--- src/bdqs_pkg.sv ---
`default_nettype none
// ----------------------------------------------------------------------------
// bdqs_pkg
// Shared codes, field widths and types of the bounded deque with search.
// ----------------------------------------------------------------------------
package bdqs_pkg;

   localparam int VALUE_W = 32;
   localparam int KIND_W  = 3;
   localparam int POS_W   = 6;
   localparam int LEN_W   = 7;
   localparam int STAT_W  = 2;

   localparam logic [KIND_W-1:0] KIND_APPEND       = 3'd0;
   localparam logic [KIND_W-1:0] KIND_PREPEND      = 3'd1;
   localparam logic [KIND_W-1:0] KIND_REMOVE_LAST  = 3'd2;
   localparam logic [KIND_W-1:0] KIND_REMOVE_FIRST = 3'd3;
   localparam logic [KIND_W-1:0] KIND_FIND_FIRST   = 3'd4;
   localparam logic [KIND_W-1:0] KIND_FIND_LAST    = 3'd5;
   localparam logic [KIND_W-1:0] KIND_CLEAR        = 3'd6;

   localparam logic [STAT_W-1:0] STATUS_OK    = 2'd0;
   localparam logic [STAT_W-1:0] STATUS_FULL  = 2'd1;
   localparam logic [STAT_W-1:0] STATUS_EMPTY = 2'd2;

   typedef struct packed {
      logic done;
      logic found;
   } hit_type;

endpackage
`default_nettype wire

--- src/bdqs_ram.sv ---
`default_nettype none
// ----------------------------------------------------------------------------
// bdqs_ram
// Generic simple dual-port RAM, one write and one registered read port.
// ----------------------------------------------------------------------------
module bdqs_ram #(
   parameter int WIDTH = 32,
   parameter int DEPTH = 64
) (
   input  wire logic                       clock,
   input  wire logic                       wr_en,
   input  wire logic [$clog2(DEPTH)-1:0]   wr_addr,
   input  wire logic [WIDTH-1:0]           wr_data,
   input  wire logic                       rd_en,
   input  wire logic [$clog2(DEPTH)-1:0]   rd_addr,
   output logic      [WIDTH-1:0]           rd_data
);

   logic [WIDTH-1:0] mem [DEPTH];

   always_ff @(posedge clock) begin
      if (wr_en) begin
         mem[wr_addr] <= wr_data;
      end
      if (rd_en) begin
         rd_data <= mem[rd_addr];
      end
   end

endmodule
`default_nettype wire

--- src/bdqs_walker.sv ---
`default_nettype none
// ----------------------------------------------------------------------------
// bdqs_walker
// Search sequencer: reads one entry per cycle from the store, in either
// direction around the ring, and stops at the first matching word.
// ----------------------------------------------------------------------------
module bdqs_walker
   import bdqs_pkg::*;
#(
   parameter int DEPTH = 64
) (
   input  wire logic                            clock,
   input  wire logic                            reset,
   input  wire logic                            start,
   input  wire logic                            dir_last,
   input  wire logic [$clog2(DEPTH)-1:0]        first_ptr,
   input  wire logic [$clog2(DEPTH)-1:0]        first_lidx,
   input  wire logic [$clog2(DEPTH+1)-1:0]      length,
   input  wire logic [VALUE_W-1:0]              key,
   output logic                                 rd_en,
   output logic      [$clog2(DEPTH)-1:0]        rd_addr,
   input  wire logic [VALUE_W-1:0]              rd_data,
   output hit_type                              hit,
   output logic      [$clog2(DEPTH)-1:0]        hit_pos
);

   localparam int AW = $clog2(DEPTH);
   localparam int CW = $clog2(DEPTH + 1);
   localparam logic [AW-1:0] LAST_ADDR = AW'(DEPTH - 1);

   logic               busy_ff, busy_in;
   logic               dir_ff, dir_in;
   logic [AW-1:0]      ptr_ff, ptr_in;
   logic [AW-1:0]      lidx_ff, lidx_in;
   logic [CW-1:0]      left_ff, left_in;
   logic [VALUE_W-1:0] key_ff, key_in;
   logic               rv_ff, rv_in;
   logic               rlast_ff, rlast_in;
   logic [AW-1:0]      rlidx_ff, rlidx_in;
   logic               issue;
   logic               match;
   logic               done;

   assign issue   = busy_ff && (left_ff != '0);
   assign match   = rv_ff && (rd_data == key_ff);
   assign done    = busy_ff && rv_ff && (match || rlast_ff);
   assign rd_en   = issue;
   assign rd_addr = ptr_ff;
   assign hit     = '{done: done, found: match};
   assign hit_pos = rlidx_ff;

   always_comb begin
      busy_in  = busy_ff;
      dir_in   = dir_ff;
      ptr_in   = ptr_ff;
      lidx_in  = lidx_ff;
      left_in  = left_ff;
      key_in   = key_ff;
      rv_in    = issue && !done;
      rlast_in = (left_ff == CW'(1));
      rlidx_in = lidx_ff;
      if (start) begin
         busy_in = 1'b1;
         dir_in  = dir_last;
         ptr_in  = first_ptr;
         lidx_in = first_lidx;
         left_in = length;
         key_in  = key;
         rv_in   = 1'b0;
      end else begin
         if (issue) begin
            left_in = left_ff - CW'(1);
            if (dir_ff) begin
               ptr_in  = (ptr_ff == '0) ? LAST_ADDR : ptr_ff - AW'(1);
               lidx_in = lidx_ff - AW'(1);
            end else begin
               ptr_in  = (ptr_ff == LAST_ADDR) ? '0 : ptr_ff + AW'(1);
               lidx_in = lidx_ff + AW'(1);
            end
         end
         if (done) begin
            busy_in = 1'b0;
            left_in = '0;
         end
      end
   end

   always_ff @(posedge clock) begin
      if (reset) begin
         busy_ff <= 1'b0;
         left_ff <= '0;
         rv_ff   <= 1'b0;
      end else begin
         busy_ff <= busy_in;
         left_ff <= left_in;
         rv_ff   <= rv_in;
      end
   end

   always_ff @(posedge clock) begin
      dir_ff   <= dir_in;
      ptr_ff   <= ptr_in;
      lidx_ff  <= lidx_in;
      key_ff   <= key_in;
      rlast_ff <= rlast_in;
      rlidx_ff <= rlidx_in;
   end

endmodule
`default_nettype wire

--- src/bounded_deque_with_search_top.sv ---
`default_nettype none
// ----------------------------------------------------------------------------
// bounded_deque_with_search_top
// Fixed-capacity double-ended list of 32-bit words with first/last search.
// ----------------------------------------------------------------------------
// Usage:
//   req channel: req_tuser carries the kind, req_tdata the value word.
//   rsp channel: one transfer per request with found, position, length and
//   status packed in rsp_tdata.
//   Entries sit in one RAM used as a ring; a head pointer and a count give
//   the list, so inserts and removals at either end need no walk, and the
//   result is registered the cycle after the request transfer.
//   A search walks the ring through the RAM read port, one entry per cycle,
//   and stops early on the first match. An empty-list search answers at once.
//   One request is in work at a time; req_tready is high when no search is
//   running and the result register is empty or drains in that cycle.
//   Reset empties the list at once; RAM contents are not cleared.
//   A stalled receiver holds the result in the output register and the
//   block takes no new request until it drains.
// ----------------------------------------------------------------------------
module bounded_deque_with_search_top
   import bdqs_pkg::*;
#(
   parameter int DEPTH = 64
) (
   input  wire logic        clock,
   input  wire logic        reset,
   input  wire logic        req_tvalid,
   output logic             req_tready,
   input  wire logic [31:0] req_tdata,   // value[31:0]
   input  wire logic [2:0]  req_tuser,   // kind[2:0]
   output logic             rsp_tvalid,
   input  wire logic        rsp_tready,
   output logic      [15:0] rsp_tdata    // found[0], position[6:1],
                                         // list_length[13:7], status[15:14]
);

   localparam int AW = $clog2(DEPTH);
   localparam int CW = $clog2(DEPTH + 1);
   localparam logic [AW-1:0] LAST_ADDR = AW'(DEPTH - 1);
   localparam logic [CW-1:0] FULL_CNT  = CW'(DEPTH);

   localparam logic S_IDLE = 1'b0;
   localparam logic S_WALK = 1'b1;

   logic              state_ff, state_in;
   logic [AW-1:0]     head_ff, head_in;
   logic [CW-1:0]     count_ff, count_in;
   logic              rsp_valid_ff, rsp_valid_in;
   logic              found_ff, found_in;
   logic [POS_W-1:0]  pos_ff, pos_in;
   logic [LEN_W-1:0]  len_ff, len_in;
   logic [STAT_W-1:0] status_ff, status_in;

   logic               acc;
   logic               full;
   logic               empty;
   logic [AW:0]        end_sum;
   logic [AW:0]        last_sum;
   logic [AW-1:0]      end_ptr;
   logic [AW-1:0]      last_ptr;
   logic [AW-1:0]      head_dec;
   logic [AW-1:0]      head_inc;
   logic [KIND_W-1:0]  kind;
   logic [VALUE_W-1:0] value;

   logic               wr_en;
   logic [AW-1:0]      wr_addr;
   logic               rd_en;
   logic [AW-1:0]      rd_addr;
   logic [VALUE_W-1:0] rd_data;
   logic               walk_start;
   logic               walk_dir;
   logic [AW-1:0]      walk_ptr;
   logic [AW-1:0]      walk_lidx;
   hit_type            hit;
   logic [AW-1:0]      hit_pos;

   assign kind  = req_tuser;
   assign value = req_tdata;

   assign req_tready = (state_ff == S_IDLE) && (!rsp_valid_ff || rsp_tready);
   assign acc        = req_tvalid && req_tready;
   assign full       = (count_ff == FULL_CNT);
   assign empty      = (count_ff == '0);

   assign end_sum  = (AW+1)'(head_ff) + (AW+1)'(count_ff);
   assign last_sum = end_sum - (AW+1)'(1);
   assign end_ptr  = (end_sum >= (AW+1)'(DEPTH)) ? AW'(end_sum - (AW+1)'(DEPTH))
                                                 : AW'(end_sum);
   assign last_ptr = (last_sum >= (AW+1)'(DEPTH)) ? AW'(last_sum - (AW+1)'(DEPTH))
                                                  : AW'(last_sum);
   assign head_dec = (head_ff == '0) ? LAST_ADDR : head_ff - AW'(1);
   assign head_inc = (head_ff == LAST_ADDR) ? '0 : head_ff + AW'(1);

   always_comb begin
      state_in     = state_ff;
      head_in      = head_ff;
      count_in     = count_ff;
      rsp_valid_in = rsp_valid_ff && !rsp_tready;
      found_in     = found_ff;
      pos_in       = pos_ff;
      len_in       = len_ff;
      status_in    = status_ff;
      wr_en        = 1'b0;
      wr_addr      = end_ptr;
      walk_start   = 1'b0;
      walk_dir     = 1'b0;
      walk_ptr     = head_ff;
      walk_lidx    = '0;

      if (acc) begin
         status_in = STATUS_OK;
         case (kind)
            KIND_APPEND: begin
               if (full) begin
                  status_in = STATUS_FULL;
               end else begin
                  wr_en    = 1'b1;
                  wr_addr  = end_ptr;
                  count_in = count_ff + CW'(1);
               end
            end
            KIND_PREPEND: begin
               if (full) begin
                  status_in = STATUS_FULL;
               end else begin
                  wr_en    = 1'b1;
                  wr_addr  = head_dec;
                  head_in  = head_dec;
                  count_in = count_ff + CW'(1);
               end
            end
            KIND_REMOVE_LAST: begin
               if (empty) begin
                  status_in = STATUS_EMPTY;
               end else begin
                  count_in = count_ff - CW'(1);
               end
            end
            KIND_REMOVE_FIRST: begin
               if (empty) begin
                  status_in = STATUS_EMPTY;
               end else begin
                  head_in  = head_inc;
                  count_in = count_ff - CW'(1);
               end
            end
            KIND_FIND_FIRST: begin
               if (!empty) begin
                  walk_start = 1'b1;
                  walk_dir   = 1'b0;
                  walk_ptr   = head_ff;
                  walk_lidx  = '0;
               end
            end
            KIND_FIND_LAST: begin
               if (!empty) begin
                  walk_start = 1'b1;
                  walk_dir   = 1'b1;
                  walk_ptr   = last_ptr;
                  walk_lidx  = AW'(count_ff - CW'(1));
               end
            end
            KIND_CLEAR: begin
               count_in = '0;
            end
            default: begin
            end
         endcase

         if (walk_start) begin
            state_in = S_WALK;
         end else begin
            rsp_valid_in = 1'b1;
            found_in     = 1'b0;
            pos_in       = '0;
            len_in       = LEN_W'(count_in);
         end
      end

      if ((state_ff == S_WALK) && hit.done) begin
         state_in     = S_IDLE;
         rsp_valid_in = 1'b1;
         found_in     = hit.found;
         pos_in       = hit.found ? POS_W'(hit_pos) : '0;
         len_in       = LEN_W'(count_ff);
         status_in    = STATUS_OK;
      end
   end

   always_ff @(posedge clock) begin
      if (reset) begin
         state_ff     <= S_IDLE;
         head_ff      <= '0;
         count_ff     <= '0;
         rsp_valid_ff <= 1'b0;
      end else begin
         state_ff     <= state_in;
         head_ff      <= head_in;
         count_ff     <= count_in;
         rsp_valid_ff <= rsp_valid_in;
      end
   end

   always_ff @(posedge clock) begin
      found_ff  <= found_in;
      pos_ff    <= pos_in;
      len_ff    <= len_in;
      status_ff <= status_in;
   end

   assign rsp_tvalid = rsp_valid_ff;
   assign rsp_tdata  = {status_ff, len_ff, pos_ff, found_ff};

   bdqs_ram #(
      .WIDTH (VALUE_W),
      .DEPTH (DEPTH)
   ) u_ram (
      .clock   (clock),
      .wr_en   (wr_en),
      .wr_addr (wr_addr),
      .wr_data (value),
      .rd_en   (rd_en),
      .rd_addr (rd_addr),
      .rd_data (rd_data)
   );

   bdqs_walker #(
      .DEPTH (DEPTH)
   ) u_walker (
      .clock      (clock),
      .reset      (reset),
      .start      (walk_start),
      .dir_last   (walk_dir),
      .first_ptr  (walk_ptr),
      .first_lidx (walk_lidx),
      .length     (count_ff),
      .key        (value),
      .rd_en      (rd_en),
      .rd_addr    (rd_addr),
      .rd_data    (rd_data),
      .hit        (hit),
      .hit_pos    (hit_pos)
   );

   // fill level and ring head stay in range
   a_count_range: assert property (@(posedge clock) disable iff (reset)
      (count_ff <= FULL_CNT) && (head_ff <= LAST_ADDR))
      else $error("count or head out of range");

   // no request transfer while a search runs
   a_walk_blocks_req: assert property (@(posedge clock) disable iff (reset)
      (state_ff == S_WALK) |-> !req_tready)
      else $error("request taken during search");

   // a match always lies inside the list
   a_hit_in_list: assert property (@(posedge clock) disable iff (reset)
      ((state_ff == S_WALK) && hit.done && hit.found) |->
         ((CW'(hit_pos) < count_ff)))
      else $error("search hit beyond list end");

   // each request transfer leads to a held result or a running search
   a_req_progress: assert property (@(posedge clock) disable iff (reset)
      acc |=> (rsp_valid_ff || (state_ff == S_WALK)))
      else $error("request transfer produced nothing");

   // the list only changes on a request transfer
   a_list_stable: assert property (@(posedge clock) disable iff (reset)
      !acc |=> ($stable(count_ff) && $stable(head_ff)))
      else $error("list changed without a transfer");

endmodule
`default_nettype wire

--- config.mk ---
export PLATFORM = sky130hd
export DESIGN_NAME = bounded_deque_with_search_top
export DESIGN_NICKNAME = d
export VERILOG_FILES = /design/src/bdqs_pkg.sv /design/src/bdqs_ram.sv /design/src/bdqs_walker.sv /design/src/bounded_deque_with_search_top.sv
export SDC_FILE = /design/constraint.sdc
export NUM_CORES = 2
export LEC_CHECK = 0
export BUFFER_PORTS_ARGS = -buffer_cell sky130_fd_sc_hd__buf_4
export CELL_PAD_IN_SITES_DETAIL_PLACEMENT = 1
export CELL_PAD_IN_SITES_GLOBAL_PLACEMENT = 1
export CORE_MARGIN = 2
export CORE_UTILIZATION = 60
export CTS_CLUSTER_DIAMETER = 50
export DETAILED_ROUTE_END_ITERATION = 12
export GPL_ROUTABILITY_DRIVEN = 0
export PLACE_DENSITY = 0.87
export SYNTH_ARGS = -nofsm -noshare
export SYNTH_HDL_FRONTEND = slang
export SYNTH_SLANG_ARGS = --single-unit
--- constraint.sdc ---
create_clock -name clock -period 12.8 [get_ports clock]
set_input_delay 1.28 -clock clock [delete_from_list [all_inputs] [get_ports clock]]
set_output_delay 1.28 -clock clock [all_outputs]
set_load 0.01 [all_outputs]
==> summary.md <==
| Metric | Value |
|---|---|
| Status | `finished clean` |
| First-pass GRT wire length | `352000 um` |
| Die W | `about 380 um` |
| Adder-Cell Fraction of Synth Area | `0.374%` |
| Setup Fix Bufs, Post-CTS | `0` |
| Post-Route WL | `251000 um` |
| Hold Path Class | `reg -> reg` |
| Stages on worst setup path | `7` |
| Multiplexer share of the synthesized area | `between 10% and 20%` |
| Number of max-cap violations | `0` |
| Worst R2R Path Depth | `7` |
| Metal1 wirelength | `about 82000 um` |
| Die area | `0.144 mm2` |
| Post-DR wirelength/cell | `42.7 um` |
| Uppermost layer routed | `met5` |
| Synthesized instance count | `3671` |
| Port bufs | `56` |
| Unrepaired setup endpoints after global routing | `false` |
| Yosys cell types | `a little over 70` |
| Clock root buffer | `clkbuf_16` |
| Leakage | `29.1 nW` |
| Crit-path cells | `buf_12, buf_4, buf_4, mux4_2, mux4_2, a22oi_1, nand2_1` |
| Synth Area in XOR/XNOR | `less than 1%` |
| CP endpoint kind | `flip-flop` |
| Core Area | `around 0.14 mm2` |
| Vias | `approximately 43k` |
| Routed vias/inst | `7.39` |
| Hold buffers post-CTS | `0` |
| GR Util All Layers | `35.9%` |
| Met3 WL post-DR | `26900 um` |
| Yosys synthesis warning count | `0` |
| Io pins | `57` |
| Syn nets | `approximately 3.7k` |
| Final hold vios | `0` |
| TritonCTS clock tree | `built` |
| Cell Area, Synth | `0.0843 mm2` |
| Fmax | `196 MHz` |
| Max IR drop VDD | `0.163 mV` |
| Final setup TNS | `0 ns` |
| TritonCTS buffer count | `209` |
| Nets@finish | `between 3k and 4k` |
| Number of flops mapped to enable cells by yosys | `2139` |
| Hold_ws | `0.384 ns` |
| P_int | `11.6 mW` |
| Seq pwr share | `52.5%` |
| Worst path slowest cell | `buf_4` |
| Hold Path Cell Cnt | `0` |
| Critical path start-end classification | `reg -> reg` |
| Largest family of logic cells by synthesized area | `multiplexers` |
| Asr flop ratio synth | `0%` |
| Synth Area per Inst | `23.0 um2` |
| Final period utilization | `39.8%` |
| Core Rows | `about 140` |
| #FFs+latches synth | `2172` |
| CTS max path bufs | `3` |
| CP top delay family | `buffers and inverters` |
| Initial antenna violation count | `3` |
| Sequential area share after synthesis | `77.0%` |
| Finish-stage setup viols | `0` |
| Starting Density | `60.4%` |
| Layout cells sized above 1 | `29.6%` |
| Post-DP HPWL | `around 120000 um` |
| Clk slew on worst S/H paths | `roughly 0.060 ns` |
| DR pass1 iterations | `6` |
| Worst Max-Slew Pin Slew | `1.34 ns` |
| Crit-path max FO | `~140` |
| Gr ovfl total | `0` |
| Switch share | `23.1%` |
| Switch Pwr | `about 3.5 mW` |
| WP data required | `13.36 ns` |
| Vias in the first global route | `between 40k and 50k` |
| Clock power frac | `41.7%` |
| Slew Viols, Final | `0` |
| Metal2 WL | `roughly 130000 um` |
| Pwr/cell area | `159 mW/mm2` |
| Clock Latency Late Sink | `0.89 ns` |
| Final antenna-violating net count | `0` |
| Number of gates resized after CTS | `0` |
| Fin Clk Skew | `0.0792 ns` |
| Critical path arrival | `roughly 5.7 ns` |
| Largest net degree at the start of global routing | `149` |
| Synth Area in Simple Gates | `1.96%` |
| Clock period minus worst slack | `5.09 ns` |
| Iteration-0 DRC Markers | `roughly 6.6k` |
| Relative slew margins | `10.8%` |
| Dominant synthesized flop cell | `edfxtp_1` |
| Die Y-Extent | `379 um` |
| Compound-Gate Fraction of Synth Area | `1.73%` |
| Number of buffers and inverters on the critical path | `3` |
| Clock Sinks | `around 2.2k` |
| # DRC | `0` |
| Setup crit start kind | `flip-flop` |
| H-Tree Depth | `4` |
| P&R area growth vs syn | `11.8%` |
| CP max stage delay | `about 0.94 ns` |
| Comb power frac | `5.9%` |
[power groups by stage]
stage | logic [mW] | clock network (mW) | registers (mW)
after CTS | 0.874 | 6.28 | 7.88
after detailed placement | 0.845 | 0 | 8.03
after global routing | 0.916 | 6.49 | 7.88
after global placement | 0.801 | 0 | 8.03
after floorplan | 0.499 | 0 | 8.02
final | 0.884 | 6.26 | 7.88
[per-stage QoR]
step	cell area, um2	worst slack [ns]	total power, mW	cells	util [%]
after floorplan	84300	8.40	8.52	3671	-
after global placement	87500	7.65	8.83	5493	62.7
after detailed placement	87500	7.38	8.88	5493	62.7
after CTS	94200	7.67	15.0	5878	67.5
after global routing	94200	7.41	15.3	5878	67.5
final	94200	7.71	15.0	5882	67.5
[registers in the layout, indices dropped and copies added, names as in the netlist, 6 cells and up]
name and cells:
count_ff 7, u_ram.mem 2048, u_walker.key_ff 32, pos_ff 6
u_walker.rd_addr 6, head_ff 6, len_ff 7, u_walker.hit_pos 6
u_ram.rd_data 32, u_walker.lidx_ff 6, u_walker.left_ff 7
[placed cells by master (no fill, tap or decap), types with 12 or more instances in the layout]
cell,Yosys,final
xor2_1,15,15
dfxtp_1,33,33
inv_1,28,27
buf_4,2,134
clkinv_2,0,40
a21oi_1,41,41
ha_1,22,22
nand2b_1,19,19
nor2_1,99,34
a22oi_1,54,54
nand2_1,67,67
nor2_4,0,64
mux4_2,640,640
bufinv_16,0,15
o21ai_0,31,31
clkinv_1,1,44
nor3_1,27,27
clkbuf_1,114,42
clkbuf_16,0,213
nand3_1,28,28
and2_1,13,12
xnor2_1,41,41
edfxtp_1,2139,2139
[cell families after synthesis]
kind of cell	after synthesis
flops	2172
mux	654
simple gates	328
buf+inv	223
compound gates	214
xor+xnor	56
fa+ha+maj	24
[metal layers]
metal	vias up	track usage [%]
li1	16000	-
met1	22800	46.3
met2	3894	59.0
met3	778	7.06
met4	2	18.2
met5	-	0
[cells in the mapped netlist, types with 4 or more instances]
cell | instances | area [um2]
edfxtp_1 | 2139 | 64200
mux4_2 | 640 | 14400
clkbuf_1 | 114 | 428
nor2_1 | 99 | 372
nand2_1 | 67 | 251
buf_2 | 58 | 290
a22oi_1 | 54 | 405
a21oi_1 | 41 | 205
xnor2_1 | 41 | 359
dfxtp_1 | 33 | 661
o21ai_0 | 31 | 155
inv_1 | 28 | 105
nand3_1 | 28 | 140
nor3_1 | 27 | 135
ha_1 | 22 | 275
buf_1 | 19 | 71.3
nand2b_1 | 19 | 119
xor2_1 | 15 | 131
and2_1 | 13 | 81.3
nor2b_1 | 11 | 68.8
a211oi_1 | 10 | 75.1
a31oi_1 | 10 | 62.6
and3_1 | 10 | 62.6
nand3_2 | 8 | 80.1
nand4_1 | 8 | 50.1
nor4_1 | 8 | 50.1
o31ai_1 | 8 | 60.1
or3_1 | 8 | 50.1
mux2i_1 | 7 | 70.1
o21a_1 | 6 | 45.0
mux2_2 | 5 | 56.3
o211ai_1 | 5 | 37.5
a21o_1 | 4 | 30.0
a311oi_1 | 4 | 35.0
a31o_2 | 4 | 35.0
o22ai_1 | 4 | 25.0
or2_2 | 4 | 25.0
or4_1 | 4 | 30.0
[worst register-to-register path, delay by kind of cell, from the launching register on]
kind / cells / cell delay, ns
compound gates: 1 / 0.53
simple gates: 1 / 0.16
buf+inv: 3 / 2.59
mux: 2 / 1.16
flops: 1 / 0.38
[layout make-up]
class	count	area (um2)
Clock inverter	129	1210
Timing Repair Buffer	140	1130
Inverter	29	109
Tap cell	1876	2350
Clock buffer	256	5500
Fill cell	10600	45300
Multi-Input combinational cell	1276	19000
Antenna cell	4	10.0
Sequential cell	2172	64900
[final timing paths]
path | startpoint | end | slack (ns)
worst max register to register | u_walker.rd_addr[1] | u_ram.rd_data[12] | 7.71
worst min-delay path | u_walker.lidx_ff[3] | u_walker.hit_pos[3] | 0.38
worst max-delay path | u_walker.rd_addr[1] | u_ram.rd_data[12] | 7.71
worst min register to register | u_walker.lidx_ff[3] | u_walker.hit_pos[3] | 0.38
(Power assumes the default switching activity.)
